<file path="src/rtl/slc_pkg.sv">
// Shared constants, codes and types of the set-associative LRU cache model.
// Used by slc_lookup and by the top level set_associative_lru_cache_sim.
// No dependencies.
package slc_pkg;

  // Default sizing, handed to the top level parameters.
  localparam int DEF_MAX_SET_BITS = 8;
  localparam int DEF_MAX_WAYS     = 8;
  localparam int DEF_ADDR_BITS    = 48;

  // Statistics counters.
  localparam int          CNT_W   = 32;
  localparam logic [31:0] CNT_MAX = 32'hFFFF_FFFF;

  // Access commands.
  localparam logic [1:0] CMD_LOAD   = 2'd0;
  localparam logic [1:0] CMD_STORE  = 2'd1;
  localparam logic [1:0] CMD_MODIFY = 2'd2;

  // Configuration register indexes and widths.
  localparam logic [1:0] REG_SET_BITS   = 2'd0;
  localparam logic [1:0] REG_BLOCK_BITS = 2'd1;
  localparam logic [1:0] REG_WAYS       = 2'd2;
  localparam int         CFG_DW         = 5;

  // Sequencer states.
  typedef enum logic {
    ST_IDLE,
    ST_LOOKUP
  } state_t;

  // Outcome flags of one set lookup.
  typedef struct packed {
    logic hit;
    logic evict;
  } lk_res_t;

endpackage

</file>
<file path="src/rtl/slc_lookup.sv">
// Lookup and replacement logic for one set row: tag match, fill or LRU victim,
// and the updated valid bits and age ranks to write back. Depends on slc_pkg.
module slc_lookup
  import slc_pkg::*;
#(
  parameter int WAYS   = 8,
  parameter int WAY_W  = 3,
  parameter int AGE_W  = 3,
  parameter int WCNT_W = 4,
  parameter int TAG_W  = 48
) (
  input  logic [WCNT_W-1:0]          ways_eff,
  input  logic [WAYS-1:0]            valid,
  input  logic [WAYS-1:0][AGE_W-1:0] ages,
  input  logic [WAYS-1:0][TAG_W-1:0] tags,
  input  logic [TAG_W-1:0]           tag,
  output lk_res_t                    res,
  output logic [WAY_W-1:0]           way,
  output logic [WAYS-1:0]            new_valid,
  output logic [WAYS-1:0][AGE_W-1:0] new_ages
);

  localparam logic [AGE_W-1:0] AGE_MAX = AGE_W'(WAYS - 1);

  always_comb begin
    logic [WAYS-1:0]  in_use;
    logic [WAYS-1:0]  match;
    logic [WAYS-1:0]  free;
    logic [WAY_W-1:0] hit_way;
    logic [WAY_W-1:0] free_way;
    logic [WAY_W-1:0] vic_way;
    logic [WAY_W-1:0] sel;
    logic [AGE_W-1:0] best;
    logic [AGE_W-1:0] old;
    logic             any_hit;
    logic             any_free;
    logic             was_valid;

    // Ways in use, tag matches and empty ways.
    for (int i = 0; i < WAYS; i++) begin
      in_use[i] = ways_eff > WCNT_W'(i);
      match[i]  = in_use[i] & valid[i] & (tags[i] == tag);
      free[i]   = in_use[i] & ~valid[i];
    end
    any_hit  = |match;
    any_free = |free;

    // Lowest matching way and lowest empty way.
    hit_way  = '0;
    free_way = '0;
    for (int i = WAYS - 1; i >= 0; i--) begin
      if (match[i]) begin
        hit_way = WAY_W'(i);
      end
      if (free[i]) begin
        free_way = WAY_W'(i);
      end
    end

    // Oldest way in use; on a tie the highest numbered one wins.
    best    = '0;
    vic_way = '0;
    for (int i = 0; i < WAYS; i++) begin
      if (in_use[i] && (ages[i] >= best)) begin
        best    = ages[i];
        vic_way = WAY_W'(i);
      end
    end

    if (any_hit) begin
      sel = hit_way;
    end else if (any_free) begin
      sel = free_way;
    end else begin
      sel = vic_way;
    end
    was_valid = any_hit | ~any_free;
    old       = ages[sel];

    // Recency: accessed way becomes youngest; younger ways age, all on a fill.
    for (int i = 0; i < WAYS; i++) begin
      new_ages[i] = ages[i];
      if (WAY_W'(i) == sel) begin
        new_ages[i] = '0;
      end else if (in_use[i] && valid[i] && (!was_valid || (ages[i] < old)) &&
                   (ages[i] < AGE_MAX)) begin
        new_ages[i] = ages[i] + AGE_W'(1);
      end
      new_valid[i] = valid[i] | (WAY_W'(i) == sel);
    end

    way       = sel;
    res.hit   = any_hit;
    res.evict = ~any_hit & ~any_free;
  end

endmodule

</file>
<file path="config.mk">
export PLATFORM = sky130hd
export DESIGN_NAME = slc_lookup
export DESIGN_NICKNAME = d
export VERILOG_FILES = /design/src/rtl/slc_pkg.sv /design/src/rtl/slc_lookup.sv
export SDC_FILE = /design/constraint.sdc
export NUM_CORES = 1
export LEC_CHECK = 0
export BUFFER_PORTS_ARGS = -buffer_cell sky130_fd_sc_hd__clkbuf_2
export CAP_MARGIN = 20
export CORE_AREA = 5 5 191 193
export DETAILED_ROUTE_END_ITERATION = 8
export DIE_AREA = 0 0 196 198
export PLACE_DENSITY_LB_ADDON = 0.1
export REMOVE_ABC_BUFFERS = 1
export SLEW_MARGIN = 20
export SYNTH_ARGS = -nofsm -noshare
export SYNTH_HDL_FRONTEND = slang
export SYNTH_SLANG_ARGS = --single-unit
</file>
<file path="constraint.sdc">
create_clock -name vclk -period 13.2
set_input_delay 0.66 -clock vclk [all_inputs]
set_output_delay 0.66 -clock vclk [all_outputs]
set_load 0.02 [all_outputs]
</file>
==> parameters.txt <==
Parameter                              Value

Outcome
  Status    finished, final reports clean

Routing
  Routed length per placed instance    28.66 um
  Final antenna-violating net count    0
  Final routed DRC violation total    0
  Via density per instance    5.498
  Detailed-route via count    11,475
  WL final    59,800 um
  Violation count after the first detailed-routing iteration    842
  Drt first pass iters    5

Critical path
  Crit-path max FO    8
  Type of origin of the critical path    primary input
  Largest stage delay on the critical path    0.55 ns
  Setup Crit Path Kind    primary input to output port
  Arrival time of data at the critical path endpoint    11.90 ns
  Slowest cell on the critical path    or4_1
  Worst EP required    12.54 ns
  Crit path capture type    output port
  Cell occurring most often along the worst timing path    ha_1

Timing
  Post-route clock period utilization    95.12%
  Crit path setup slack, layout    0.6438 ns
  TNS Setup    0 ns
  Max Transition Viols Final    0
  Pin slew with the least headroom to its limit    1.020 ns
  Rel. slew slack    31.80%
  Final hold violation count    0
  Highest achievable clock rate    79.64 MHz
  Setup-failing EPs final    0
  RSZ-0062 raised after global routing    yes
  Fin crit period    12.56 ns

Logic synthesis
  Syn Std Cell Area    8359 um^2
  Yosys top cell by area    xor2_1
  Count of distinct cell types in the synthesized netlist    76
  Sequential cell area fraction in the yosys report    0%
  Synthesized instance count    1,173
  Top-area cell type share of the netlist area    34.68%
  Mean Syn Cell Area    7.126 um^2
  Yosys warning total    0
  Top cells by area in the synthesized netlist    xor2_1 (35%), nor4_1 (11%), ha_1 (4.9%)

Power and ir drop
  Switching power share of the total    59.84%
  Part of the total power dissipated in the clock network    0%
  Power share of the combinational group    100.0%
  Pwr per Cell Area    48.79 nW/um^2
  Largest voltage drop on the vdd net    51.93 uV
  Sequential Power Share    0%
  Final Total Pwr    555.8 uW
  Internal power of the cells    223.2 uW
  Static leakage power    0.005229 uW
  Switch Pwr    332.6 uW

Global route
  Via count of the first global-routing pass    11,603
  First-pass GRT wire length    82,370 um
  Overflow left after global routing    0
  Overall global routing resource usage    28.86%
  Pin count of the biggest net entering global routing    23
  Antenna violations before repair    1

Cells and area
  Share of final-layout standard cells stronger than drive strength 1    35.19%
  Post-Route Utilization    33.14%
  # fillers    3,936
  Synth-to-layout area growth    36.28%
  Clock buffer count    0
  Area of the multi-input gates    7963 um^2
  Final Cell Area    11,390 um^2
  Number of nets in the final layout    2,134
  Sequential cell count of the final layout    0
  FF+latch area    0 um^2

Flow run
  Number of maximum-capacitance constraint violations    0

Place
  Cell Area, Placed    11,190 um^2
  DP Worst Slack    -0.05749 ns
  Port buffer count    505
  Routability Congestion    0.9389
  Detailed-placement wirelength estimate    49,680 um

Die
  Overall die height    198 um
  I/O pin total    505
  Initial core utilization    24.32%
  Die X    196 um
  Core Region    34,370 um^2
  Area of the die    38,810 um^2
  Num rows    68

CTS
  Number of buffers added to fix hold violations after cts    0

Hold path
  Type of the worst min-delay path    primary input to output port
==> final timing paths <==
| kind | slack [ns] | from | cells past startpoint | endpoint |
|---|---|---|---|---|
| max | 0.64 | ways_eff[1] | 62 | new_ages[8] |
| min | 1.73 | valid[7] | 3 | new_valid[7] |
==> cell families after synthesis <==
family,Yosys count,share of synthesized area [%]
simple gates,480,33.27
fa+ha+maj,33,4.939
buf+inv,107,6.451
compound gates,151,12.26
xor+xnor,376,39.40
mux,26,3.682
==> metal layers <==
| metal | wire, um | GRT usage, % |
|---|---|---|
| met1 | 25080 | 37.24 |
| met2 | 28260 | 50.73 |
| met3 | 4315 | 3.828 |
| met4 | 2151 | 7.680 |
| met5 | 0 | 0 |
==> cell usage in the layout, fill, tap and decap left out, types with 7 or more instances in the layout <==
| cell type | Yosys | routed |
|---|---|---|
| clkbuf_2 | 0 | 504 |
| xor2_1 | 331 | 331 |
| nor4_1 | 142 | 142 |
| nor2_1 | 55 | 54 |
| nand2_1 | 51 | 51 |
| nand4_1 | 49 | 49 |
| xnor2_1 | 45 | 45 |
| inv_1 | 35 | 35 |
| nand3_1 | 31 | 31 |
| nor3_1 | 32 | 31 |
| ha_1 | 33 | 30 |
| o21ai_0 | 32 | 29 |
| a21oi_1 | 32 | 28 |
| nor2b_1 | 24 | 24 |
| buf_4 | 4 | 24 |
| or4_1 | 20 | 20 |
| mux2i_1 | 18 | 18 |
| nand2b_1 | 16 | 16 |
| a31oi_1 | 11 | 10 |
| nand4b_1 | 9 | 9 |
| a211oi_1 | 9 | 7 |
| or2_2 | 8 | 7 |
==> critical path: cells and delay by family <==
family,cells,cell delay (ns)
adders and majority gates,8,2.18
and+or+nand+nor,21,3.18
AOI/OAI and AO/OA,22,3.89
buffers and inverters,7,1.04
muxes,4,0.96
==> power by group through the flow <==
stage               Sequential, uW  Combinational, uW  Clock, uW
floorplan                        0                280          0
global placement                 0                522          0
detailed placement               0                524          0
CTS                              0                528          0
global route                     0                600  0.0000102
finish                           0                556  0.0000101
==> synth_stat cells (7+ instances only) <==
master,instances
o21ai_0,32
or4_1,20
ha_1,33
o31ai_1,7
nor2b_1,24
clkbuf_1,13
xor2_1,331
inv_1,35
or2_2,8
nor3_1,32
buf_6,9
a31oi_1,11
mux2i_1,18
nand3_1,31
nand2_1,51
a211oi_1,9
nand4_1,49
a21oi_1,32
nand4b_1,9
xnor2_1,45
nor2_1,55
nor4_1,142
nand2b_1,16
buf_2,44
==> what timing repair did <==
action                                 in CTS  in global routing
pin swaps                                   0                  9
setup endpoints to repair                   9                 24
endpoints found under the hold margin       0                  0
resized for setup                           2                 33
buffers inserted                            0                  6
==> area by class of cell <==
class,count,area share [%]
multi-input cells,1066,69.90
inverters,36,1.186
diodes,1,0.02197
well taps,455,4.997
repair buffers,529,23.90
==> per-stage QoR <==
stage	std cells	hold WS [ns]
finish	2087	1.727
global placement	2079	1.737
global route	2087	1.747
detailed placement	2080	1.734
floorplan	1102	1.462
CTS	2080	1.735
No activity file was read; power rests on OpenSTA's default activity.
